**src/qrs_pkg.sv**
```systemverilog
// Shared widths, result codes and pipeline transaction types for the quadratic root solver.
// No dependencies; every other file refers to it by scoped names.
`timescale 1ns / 1ps

package qrs_pkg;

    // Number format of coefficients and roots
    localparam int DATA_WIDTH = 32;
    localparam int FRAC_BITS  = 16;
    localparam int TOL_WIDTH  = 16;

    // Derived widths
    localparam int PROD_W    = 2 * DATA_WIDTH;       // one coefficient product
    localparam int DISC_W    = 2 * DATA_WIDTH + 2;   // b*b - 4*a*c, signed
    localparam int SQ_W      = DATA_WIDTH + 1;       // integer root of the discriminant
    localparam int SQ_REM_W  = SQ_W + 2;             // square root remainder
    localparam int NUM_W     = DATA_WIDTH + 3;       // signed numerator
    localparam int NUM_MAG_W = DATA_WIDTH + 2;       // numerator magnitude
    localparam int QUO_W     = NUM_MAG_W + FRAC_BITS; // dividend and quotient
    localparam int DEN_W     = DATA_WIDTH + 1;       // divisor magnitude, 2*|a| or |b|
    localparam int CNT_W     = 2;

    // Reset value of the zero tolerance register
    localparam logic [TOL_WIDTH-1:0] TOL_RESET = TOL_WIDTH'(1);

    // Root count codes
    localparam logic [CNT_W-1:0] CNT_NONE = 2'd0;
    localparam logic [CNT_W-1:0] CNT_ONE  = 2'd1;
    localparam logic [CNT_W-1:0] CNT_TWO  = 2'd2;
    localparam logic [CNT_W-1:0] CNT_INF  = 2'd3;

    // Square root chain: working data and side information
    typedef struct packed {
        logic [DISC_W-1:0]   rad;
        logic [SQ_REM_W-1:0] rem;
        logic [SQ_W-1:0]     root;
    } t_sq_data;

    typedef struct packed {
        logic [CNT_W-1:0]      count;
        logic                  lin;
        logic [DATA_WIDTH-1:0] a;
        logic [DATA_WIDTH-1:0] b;
        logic [DATA_WIDTH-1:0] c;
    } t_sq_side;

    // Divider chain: two lanes sharing one divisor
    typedef struct packed {
        logic [QUO_W-1:0] num1;
        logic [QUO_W-1:0] num2;
        logic [QUO_W-1:0] quo1;
        logic [QUO_W-1:0] quo2;
        logic [DEN_W-1:0] rem1;
        logic [DEN_W-1:0] rem2;
        logic [DEN_W-1:0] den;
    } t_dv_data;

    typedef struct packed {
        logic [CNT_W-1:0] count;
        logic             neg1;
        logic             neg2;
        logic             zero_div1;
        logic             zero_div2;
    } t_dv_side;

endpackage

```
**src/qrs_div_cell.sv**
```systemverilog
// One cell of the restoring divider chain: one quotient bit for each of two lanes.
// Depends on qrs_pkg.
`timescale 1ns / 1ps

module qrs_div_cell (
    input  logic              i_clk,
    input  logic              i_rst_n,
    input  logic              i_en,
    input  logic              i_valid,
    input  qrs_pkg::t_dv_data i_data,
    input  qrs_pkg::t_dv_side i_side,
    output logic              o_valid,
    output qrs_pkg::t_dv_data o_data,
    output qrs_pkg::t_dv_side o_side
);

    logic [qrs_pkg::DEN_W:0] w_dext;
    logic [qrs_pkg::DEN_W:0] w_part1;
    logic [qrs_pkg::DEN_W:0] w_part2;
    logic [qrs_pkg::DEN_W:0] w_diff1;
    logic [qrs_pkg::DEN_W:0] w_diff2;
    logic                    w_ge1;
    logic                    w_ge2;
    qrs_pkg::t_dv_data       n_data;
    logic                    r_valid;
    qrs_pkg::t_dv_data       r_data;
    qrs_pkg::t_dv_side       r_side;

    // Shift in the next dividend bit and subtract the divisor where it fits
    always_comb begin
        w_dext  = {1'b0, i_data.den};
        w_part1 = {i_data.rem1, i_data.num1[qrs_pkg::QUO_W-1]};
        w_part2 = {i_data.rem2, i_data.num2[qrs_pkg::QUO_W-1]};
        w_ge1   = (w_part1 >= w_dext);
        w_ge2   = (w_part2 >= w_dext);
        w_diff1 = w_part1 - w_dext;
        w_diff2 = w_part2 - w_dext;
        n_data.num1 = i_data.num1 << 1;
        n_data.num2 = i_data.num2 << 1;
        n_data.quo1 = {i_data.quo1[qrs_pkg::QUO_W-2:0], w_ge1};
        n_data.quo2 = {i_data.quo2[qrs_pkg::QUO_W-2:0], w_ge2};
        n_data.rem1 = w_ge1 ? w_diff1[qrs_pkg::DEN_W-1:0] : w_part1[qrs_pkg::DEN_W-1:0];
        n_data.rem2 = w_ge2 ? w_diff2[qrs_pkg::DEN_W-1:0] : w_part2[qrs_pkg::DEN_W-1:0];
        n_data.den  = i_data.den;
    end

    // Advance the valid flag
    always_ff @(posedge i_clk) begin
        if (!i_rst_n) begin
            r_valid <= 1'b0;
        end else if (i_en) begin
            r_valid <= i_valid;
        end
    end

    // Advance the payload
    always_ff @(posedge i_clk) begin
        if (i_en) begin
            r_data <= n_data;
            r_side <= i_side;
        end
    end

    assign o_valid = r_valid;
    assign o_data  = r_data;
    assign o_side  = r_side;

endmodule

```
**config.mk**
```make
export PLATFORM = sky130hd
export DESIGN_NAME = qrs_div_cell
export DESIGN_NICKNAME = d
export VERILOG_FILES = /design/src/qrs_pkg.sv /design/src/qrs_div_cell.sv
export SDC_FILE = /design/constraint.sdc
export NUM_CORES = 1
export LEC_CHECK = 0
export ABC_AREA = 1
export BUFFER_PORTS_ARGS = -buffer_cell sky130_fd_sc_hd__buf_2
export CORE_AREA = 2 2 242 244
export DETAILED_ROUTE_END_ITERATION = 8
export DIE_AREA = 0 0 244 246
export GPL_ROUTABILITY_DRIVEN = 0
export PLACE_DENSITY = 0.61
export SYNTH_ARGS = -nofsm -noshare
export SYNTH_HDL_FRONTEND = slang
export SYNTH_SLANG_ARGS = --single-unit
```
**constraint.sdc**
```tcl
create_clock -name i_clk -period 2.6 [get_ports i_clk]
set_input_delay 0.52 -clock i_clk [delete_from_list [all_inputs] [get_ports i_clk]]
set_output_delay 0.52 -clock i_clk [all_outputs]
set_load 0.1 [all_outputs]
```
==> impl_metrics.toml <==
[yosys]
synth_area_per_cell_um2 = 9.510
synth_edf_count = 303
synth.distinct_cells = 33
synth_seq_cells = 304
synth_warnings = 0
ys_seq_area_share_pct = 58.11
synth_ff_type = "edfxtp_1"
netlist_area_um2 = 15690
ys_async_sr_fraction_pct = 0
synthCells = 1650

[global_routing]
grtUsageTotal_pct = 23.95
antenna_found_initial = 35
grt_pass1_wl_mm = 101.7
overflow = 0
grt_max_degree = 67
grt_pass1_vias = 14525

[floorplanning]
die_h_um = 246
die_area_um2 = 60020
num_rows = 88
coreArea_um2 = 57370
pin_count = 615
die_w_um = 244
start_util_pct = 27.35

[timing]
period_minus_slack_ns = 2.295
worst_pin_slew_ns = 0.6863
max_freq_mhz = 435.6
fin_skew_ns = 0
finalSetupViolCount = 0
finalHoldViolCount = 0
tns_ns = 0
setup_slack_ns = 0.3046
rsz0062_at_grt = "false"
slew_headroom_pct = 54.56
slew_viol_final = 0
post-route-period-util_pct = 88.29

[pwr]
p_int_uw = 10150
p_per_area_nw_per_um2 = 802.3
p_sw_share_pct = 42.34
p_switching_uw = 7456
p_seq_share_pct = 34.7
clockPowerShare_pct = 29.8
p_leak_uw = 0.01108
ir_drop_v = 0.0005246
power_frac_comb_pct = 35.5

[route]
topRoutingLayerUsed = "met5"
wl_mm = 74.89
wl_met1_mm = 27.70
drc = 0
ant_nets = 0
first_iter_violations = 1111
wl_met2_mm = 39.54
dr.pass1.iters = 8
wl_per_cell_um = 23.26
num_vias = 14890
routed-wl-met3_mm = 5.184
vias_per_cell = 4.624

[hold_path]
min_to = "o_data[179]$_DFFE_PP_"
hold_start = "i_data[178]"
hp-class = "input port to flip-flop"
holdPathStages = 1

[clocking]
cts_buffer_depth = 3
hold_buffers = 0
clk_pin_slew_ns = 0.06
cts_buffers = 39
cts_resized = 0
cts_tree = "built"
cts.sinks = 304
clk_latency_ns = 0.56
cts_setup_buffers = 0
htreeDepth = 2
root_buffer = "clkbuf_16"

[placement]
port_buffers = 610
postPlaceCellArea_um2 = 20710
dp_slack_ns = -0.2743
hpwl_mm = 62.79

[critical_path]
start_kind = "input port"
r2r_start = "o_valid$_SDFFE_PN0P_"
cpMaxStageDelayCell = "ha_1"
reg2reg_depth = 2
crit_fanout = 18
reg2reg_to = "o_valid$_SDFFE_PN0P_"
r2r_slack_ns = 1.94
worstSetupEndpointType = "flip-flop"
crit_type = "input port to flip-flop"
crit_required_ns = 2.91
cp_data_arrival_time_ns = 2.61
cpPeakStageDelay_ns = 0.32
path_cells = "buf_2 > inv_1 > ha_1 > inv_1 > buf_4 > nor3_1 > a21oi_1 > nand2_1 > nor2_4 > nand2_8 > buf_12 > nand3_1 > nand2_1"

[cells_and_area]
final_cell_mix = "buf_2 (609), nand2_1 (583), edfxtp_1 (303)"
utilization_pct = 38.26
drive_gt1_share_pct = 35.41
final_common_cell = "buf_2"
final_cell_area_um2 = 21950
nets = 2797
syn_to_final_growth_pct = 39.87

[run_status]
status = "finished, final reports clean"

[flow_run]
maxCapViolations = 0
## critical path: cells and delay by family
kind            cells  cell delay (ns)
compound gates      1             0.25
fa+ha+maj           1             0.32
buf+inv             5             0.69
simple gates        6             0.82
## registers in the layout, summed over array words and instances (netlist names)
signal,cells
o_data,297
o_side,6
o_valid,1
## power groups by stage
stage	clock network, uW	logic, uW	registers (uW)
after CTS	5440	6270	6120
after global routing	5590	6500	6150
after floorplan	0	1210	9510
after detailed placement	0	6250	6200
after global placement	0	6210	6220
final	5250	6240	6120
## cell families (layout without fill, tap and decap cells)
group	after synthesis	in the layout	synth area share, %
AND/OR/NAND/NOR	885	885	25.05
buffers and inverters	314	1114	8.077
flip-flops	304	304	58.11
adder cells (fa/ha/maj)	68	68	5.518
AO/OA/AOI/OAI	50	50	1.659
XOR/XNOR	28	28	1.563
other	1	6	0.02390
## worst max-delay path by stage
stage                      startpoint                    to  slack (ns)  depth (start not counted)
final                      i_data[32]  o_data[50]$_DFFE_PP_        0.30                         13
after CTS                  i_data[29]  o_data[63]$_DFFE_PP_        0.33                         14
after floorplan           i_data[248]  o_data[58]$_DFFE_PP_        0.43                         13
after global routing       i_data[29]  o_data[63]$_DFFE_PP_        0.20                         14
after global placement     i_data[32]  o_data[50]$_DFFE_PP_       -0.22                         13
after detailed placement   i_data[29]  o_data[50]$_DFFE_PP_       -0.27                         14
## cell type report
cell class / count / area (um^2)
antenna: 4 / 10.01
clock buffer: 48 / 1010
clock inverter: 24 / 215.2
fill: 5790 / 35420
inverter: 294 / 1104
multi-input combinational: 1033 / 5309
sequential: 304 / 9119
tap: 765 / 957.2
timing repair buffer: 748 / 4224
## synth_stat cells, types with 2 or more instances
cell	n	area, um^2
nand2_4	2	22.52
nand2_8	2	40.04
buf_2	12	60.06
nor2_2	7	43.79
buf_4	2	15.01
a21o_1	4	30.03
nand2_2	9	56.30
buf_6	3	33.78
or2_2	4	25.02
nor2_4	2	22.52
o21ai_0	3	15.01
nand3_1	115	575.6
a21oi_1	43	215.2
ha_1	66	825.8
and3_1	2	12.51
nor3_1	17	85.08
edfxtp_1	303	9099
buf_12	2	40.04
xor2_1	26	227.7
nor3_2	5	50.05
inv_1	290	1089
inv_2	4	15.01
nor2_1	73	274.0
xnor2_1	2	17.52
and2_1	10	62.56
nand2_1	583	2188
fa_1	2	40.04
nand3b_1	17	127.6
nand3_2	30	300.3
nand4_1	7	43.79
## stage by stage
stage / hold WS, ns / cells / total power, uW
2_1_floorplan: 0.6135 / 1651 / 10720
3_3_place_gp: 0.5328 / 3144 / 12420
3_5_place_dp: 0.5482 / 3144 / 12450
4_1_cts: 0.08157 / 3216 / 17830
5_1_grt: 0.1023 / 3219 / 18240
6_report: 0.1286 / 3220 / 17610
## per-layer routing
metal	vias up	global-route usage, %
met3	151	5.414
li1	6873	-
met2	708	45.25
met1	7134	26.49
met4	24	7.389
met5	-	0
(Power assumes the default switching activity.)
