$ cat src/qrs_pkg.sv
// Shared widths, result codes and pipeline transaction types for the quadratic root solver.
// No dependencies; every other file refers to it by scoped names.
`timescale 1ns / 1ps

package qrs_pkg;

    // Number format of coefficients and roots
    localparam int DATA_WIDTH = 32;
    localparam int FRAC_BITS  = 16;
    localparam int TOL_WIDTH  = 16;

    // Derived widths
    localparam int PROD_W    = 2 * DATA_WIDTH;       // one coefficient product
    localparam int DISC_W    = 2 * DATA_WIDTH + 2;   // b*b - 4*a*c, signed
    localparam int SQ_W      = DATA_WIDTH + 1;       // integer root of the discriminant
    localparam int SQ_REM_W  = SQ_W + 2;             // square root remainder
    localparam int NUM_W     = DATA_WIDTH + 3;       // signed numerator
    localparam int NUM_MAG_W = DATA_WIDTH + 2;       // numerator magnitude
    localparam int QUO_W     = NUM_MAG_W + FRAC_BITS; // dividend and quotient
    localparam int DEN_W     = DATA_WIDTH + 1;       // divisor magnitude, 2*|a| or |b|
    localparam int CNT_W     = 2;

    // Reset value of the zero tolerance register
    localparam logic [TOL_WIDTH-1:0] TOL_RESET = TOL_WIDTH'(1);

    // Root count codes
    localparam logic [CNT_W-1:0] CNT_NONE = 2'd0;
    localparam logic [CNT_W-1:0] CNT_ONE  = 2'd1;
    localparam logic [CNT_W-1:0] CNT_TWO  = 2'd2;
    localparam logic [CNT_W-1:0] CNT_INF  = 2'd3;

    // Square root chain: working data and side information
    typedef struct packed {
        logic [DISC_W-1:0]   rad;
        logic [SQ_REM_W-1:0] rem;
        logic [SQ_W-1:0]     root;
    } t_sq_data;

    typedef struct packed {
        logic [CNT_W-1:0]      count;
        logic                  lin;
        logic [DATA_WIDTH-1:0] a;
        logic [DATA_WIDTH-1:0] b;
        logic [DATA_WIDTH-1:0] c;
    } t_sq_side;

    // Divider chain: two lanes sharing one divisor
    typedef struct packed {
        logic [QUO_W-1:0] num1;
        logic [QUO_W-1:0] num2;
        logic [QUO_W-1:0] quo1;
        logic [QUO_W-1:0] quo2;
        logic [DEN_W-1:0] rem1;
        logic [DEN_W-1:0] rem2;
        logic [DEN_W-1:0] den;
    } t_dv_data;

    typedef struct packed {
        logic [CNT_W-1:0] count;
        logic             neg1;
        logic             neg2;
        logic             zero_div1;
        logic             zero_div2;
    } t_dv_side;

endpackage

$ cat src/qrs_sqrt_cell.sv
// One cell of the integer square root chain: resolves one root bit per transaction.
// Depends on qrs_pkg.
`timescale 1ns / 1ps

module qrs_sqrt_cell (
    input  logic              i_clk,
    input  logic              i_rst_n,
    input  logic              i_en,
    input  logic              i_valid,
    input  qrs_pkg::t_sq_data i_data,
    input  qrs_pkg::t_sq_side i_side,
    output logic              o_valid,
    output qrs_pkg::t_sq_data o_data,
    output qrs_pkg::t_sq_side o_side
);

    logic [qrs_pkg::SQ_REM_W+1:0] w_acc;
    logic [qrs_pkg::SQ_REM_W+1:0] w_trial;
    logic [qrs_pkg::SQ_REM_W+1:0] w_diff;
    logic                         w_ge;
    qrs_pkg::t_sq_data            n_data;
    logic                         r_valid;
    qrs_pkg::t_sq_data            r_data;
    qrs_pkg::t_sq_side            r_side;

    // Bring down the next radicand bit pair and try the next root bit
    always_comb begin
        w_acc   = {i_data.rem, i_data.rad[qrs_pkg::DISC_W-1 -: 2]};
        w_trial = {2'b00, i_data.root, 2'b01};
        w_ge    = (w_acc >= w_trial);
        w_diff  = w_acc - w_trial;
        n_data.rad  = i_data.rad << 2;
        n_data.rem  = w_ge ? w_diff[qrs_pkg::SQ_REM_W-1:0] : w_acc[qrs_pkg::SQ_REM_W-1:0];
        n_data.root = {i_data.root[qrs_pkg::SQ_W-2:0], w_ge};
    end

    // Advance the valid flag
    always_ff @(posedge i_clk) begin
        if (!i_rst_n) begin
            r_valid <= 1'b0;
        end else if (i_en) begin
            r_valid <= i_valid;
        end
    end

    // Advance the payload
    always_ff @(posedge i_clk) begin
        if (i_en) begin
            r_data <= n_data;
            r_side <= i_side;
        end
    end

    assign o_valid = r_valid;
    assign o_data  = r_data;
    assign o_side  = r_side;

endmodule

$ cat config.mk
export PLATFORM = sky130hd
export DESIGN_NAME = qrs_sqrt_cell
export DESIGN_NICKNAME = d
export VERILOG_FILES = /design/src/qrs_pkg.sv /design/src/qrs_sqrt_cell.sv
export SDC_FILE = /design/constraint.sdc
export NUM_CORES = 1
export LEC_CHECK = 0
export BUFFER_PORTS_ARGS = -buffer_cell sky130_fd_sc_hd__buf_4
export CELL_PAD_IN_SITES_DETAIL_PLACEMENT = 0
export CELL_PAD_IN_SITES_GLOBAL_PLACEMENT = 1
export CORE_AREA = 3 3 181 183
export DETAILED_ROUTE_END_ITERATION = 6
export DIE_AREA = 0 0 184 186
export GPL_TIMING_DRIVEN = 1
export PLACE_DENSITY = 0.67
export SLEW_MARGIN = 5
export SYNTH_ARGS = -nofsm -noshare
export SYNTH_HDL_FRONTEND = slang
export SYNTH_SLANG_ARGS = --single-unit
$ cat constraint.sdc
create_clock -name i_clk -period 6.43 [get_ports i_clk]
set_input_delay 1.929 -clock i_clk [delete_from_list [all_inputs] [get_ports i_clk]]
set_output_delay 1.929 -clock i_clk [all_outputs]
set_load 0.01 [all_outputs]
==> flow_summary.json <==
{
  "worst_pin_slew_ps": 1060,
  "cts_tree": "done",
  "place_congestion": 0.822,
  "slew_violations": 0,
  "die_height_um": 186,
  "cp_slowest_cell": "o211ai_4",
  "crit_buf_inv": 3,
  "r2r_start": "o_valid",
  "timing.hold.ws_ps": 523,
  "ff2ff_path_depth": 2,
  "required_ps": 6700,
  "min_from": "o_valid",
  "hpwlAfterDp_um": 25900,
  "fin_cells": 1515,
  "grt_pass1_wl_um": 44000,
  "postCtsHoldBufs": 0,
  "cp_slowest_stage_delay_ps": 770,
  "netlist.area_leader.share_pct": 74.4,
  "maxSlewHeadroom_pct": 29.6,
  "cts_buffers": 27,
  "drive_gt1_share_pct": 46.0,
  "cts_root_buf": "clkbuf_16",
  "rr_endpoint": "o_valid",
  "num_rows": 65,
  "overflow": 0,
  "drc": 0,
  "finalWirelength_um": 32500,
  "fin_crit_sh_pct": 73.2,
  "cts_max_level": 1,
  "syn_inst": 611,
  "async_flop_share_pct": 0,
  "start_util_pct": 29.7,
  "ys_seq_area_share_pct": 74.6,
  "dr_total_vias": 6852,
  "place_ws_ps": 1090,
  "synth_edf_count": 231,
  "cts.path.max_buffers": 3,
  "multiInputGateArea_sq_um": 2130,
  "initialDrtViolationCount": 334,
  "critical_path_arrival_ps": 4970,
  "finalNetCount": 1371,
  "crit_path_end_kind": "flop",
  "hold_class": "flop to flop",
  "reg2reg_setup_slack_ps": 5850,
  "holdPathEnd": "o_valid",
  "clk_pin_slew_worst_paths_ps": 60,
  "path_max_fanout": 34,
  "fp.dieW_um": 184,
  "clkPwrFrac_pct": 34.6,
  "fillers": 2942,
  "crit_type": "input pin to flop",
  "hold_violations": 0,
  "crit_chain": "buf_4, inv_1, ha_1, o21a_1, o211ai_1, a311o_1, o211ai_1, o211ai_1, a211oi_1, o211ai_4, buf_4, o21ai_0",
  "routed_via_density": 4.52,
  "ant_nets": 0,
  "synth-seq-cells": 232,
  "fin_skew_ps": 0,
  "total_power_w": 0.00397,
  "ys_types": 48,
  "post_cts_resized": 0,
  "cpMostUsedCell": "o211ai_1",
  "status": "complete, no violations",
  "max_clock_freq_mhz": 213,
  "ios": 471,
  "p_per_area_nw_per_um2": 282,
  "avgSynthCellArea_sq_um": 15.3,
  "crit_family": "compound AO/OA/AOI/OAI gates",
  "core-area_sq_um": 31400,
  "p_sw_w": 0.000983,
  "port_buffers": 468,
  "finalSetupTns_ps": 0,
  "path_depth": 12,
  "cts.sinks": 232,
  "power.internal_w": 0.00298,
  "setup_slack_ps": 1730,
  "drv_cap": 0,
  "period_needed_ps": 4700,
  "synth_area_leader_cell": "edfxtp_1",
  "peakVddDrop_mv": 0.171,
  "grtUsageTotal_pct": 17.4,
  "clkLatencyLatePin_ps": 520,
  "hold_depth": 2,
  "post-cts-setup-buffer-count": 0,
  "syn_area_sq_um": 9330,
  "syn2layout_area_growth_pct": 50.9,
  "rsz0062_at_grt": "no",
  "switching_share_pct": 24.8,
  "grt_start_max_net_pins": 132,
  "finalSetupViolations": 0,
  "sequentialPowerShare_pct": 47.2,
  "ys_warn_count": 0,
  "synth_flop_cell": "edfxtp_1",
  "drtPass1Iterations": 4,
  "pwr-share-comb_pct": 18.3,
  "grt_pass1_vias": 6720,
  "antenna_found_initial": 7,
  "p_leak_nw": 6.08,
  "cp-startpoint": "i_data[0]",
  "register_area_sq_um": 6960,
  "dieArea_sq_um": 34200,
  "wl_per_cell_um": 21.4,
  "post-place-cells": 1472,
  "cp-start-kind": "input pin",
  "synthTopCellsByArea": "edfxtp_1, ha_1, nand2_1"
}
layout make-up:
class,count,area share (%)
diodes,1,0.0178
clock buffers,31,4.91
clock inverters,11,0.515
inverters,43,1.15
multi-input cells,323,15.1
flip-flops and latches,232,49.4
well taps,402,3.57
repair buffers,472,25.3
registers in the layout, summed over array words and instances, names as in the netlist:
name and count:
o_data 132, o_valid 1, o_side 99
stage by stage:
step,utilization [%],cell area (sq um)
after floorplan,-,9330
final,44.9,14100
after global routing,44.8,14100
after global placement,42.4,13300
after CTS,44.8,14100
after detailed placement,42.4,13300
worst min-delay path, cell delays in order (launching register included):
cell and delay [ps]:
dfxtp_1 310, mux2i_1 110, nor2b_1 60
placed cells by master, fill, tap and decap left out, types with 3 or more instances in the layout:
master and n:
a211oi_1 3, a21o_1 19, a21oi_1 37, and3_1 4, buf_4 470, clkbuf_1 4, clkbuf_16 27, clkinv_1 6
clkinv_2 4, edfxtp_1 231, ha_1 35, inv_1 43, nand2_1 59, nand3_1 8, nand4_1 5, nor2_1 21
nor3_1 5, o211ai_1 6, o21a_1 4, o21ai_0 13, o21ai_1 29, o21bai_1 6, o31ai_1 3, or3_1 3
xnor2_1 16, xor2_1 17
worst max path at each step:
stage / end / slack, ps
global placement: o_data[35] / 1210
finish: o_data[67] / 1730
global route: o_data[67] / 1490
detailed placement: o_data[67] / 1090
floorplan: o_data[50] / 1950
CTS: o_data[67] / 1660
Yosys cell counts, types with 3 or more instances:
| cell type | count |
|---|---|
| edfxtp_1 | 231 |
| xnor2_1 | 16 |
| o21ai_1 | 29 |
| nand2_1 | 59 |
| ha_1 | 35 |
| a211oi_1 | 3 |
| clkbuf_1 | 6 |
| xor2_1 | 17 |
| o21ai_0 | 13 |
| o21a_1 | 4 |
| o211ai_1 | 6 |
| and3_1 | 4 |
| buf_6 | 4 |
| or3_1 | 3 |
| nand4_1 | 5 |
| o31ai_1 | 3 |
| o21bai_1 | 6 |
| nor2_1 | 21 |
| nor3_1 | 5 |
| inv_1 | 43 |
| a21o_1 | 19 |
| a21oi_1 | 37 |
| nand3_1 | 8 |
logic make-up (layout without fill, tap and decap cells):
| family | after synthesis | in the layout | share of synthesized area, % |
|---|---|---|---|
| flops | 232 | 232 | 74.6 |
| compound gates | 136 | 136 | 9.12 |
| simple gates | 114 | 114 | 5.37 |
| buf+inv | 57 | 557 | 2.72 |
| fa+ha+maj | 35 | 35 | 4.69 |
| xor+xnor | 33 | 33 | 3.10 |
| mux | 3 | 3 | 0.376 |
| other cells | 1 | 3 | 0.0402 |
power groups by stage:
stage | clock, W | sequential (W) | combinational, W
floorplan | 0 | 0.00198 | 0.000213
global placement | 0 | 0.00190 | 0.000733
detailed placement | 0 | 0.00190 | 0.000736
CTS | 0.00142 | 0.00187 | 0.000739
global route | 0.00147 | 0.00189 | 0.000783
finish | 0.00137 | 0.00187 | 0.000724
layer usage:
| layer | routed length, um | vias up | track usage [%] |
|---|---|---|---|
| met5 | 61 | - | 0 |
| met4 | 1190 | 10 | 6.20 |
| met3 | 3200 | 66 | 7.25 |
| met2 | 15600 | 276 | 29.0 |
| met1 | 12500 | 3241 | 20.3 |
| li1 | - | 3259 | - |
No activity file was read; power rests on OpenSTA's default activity.
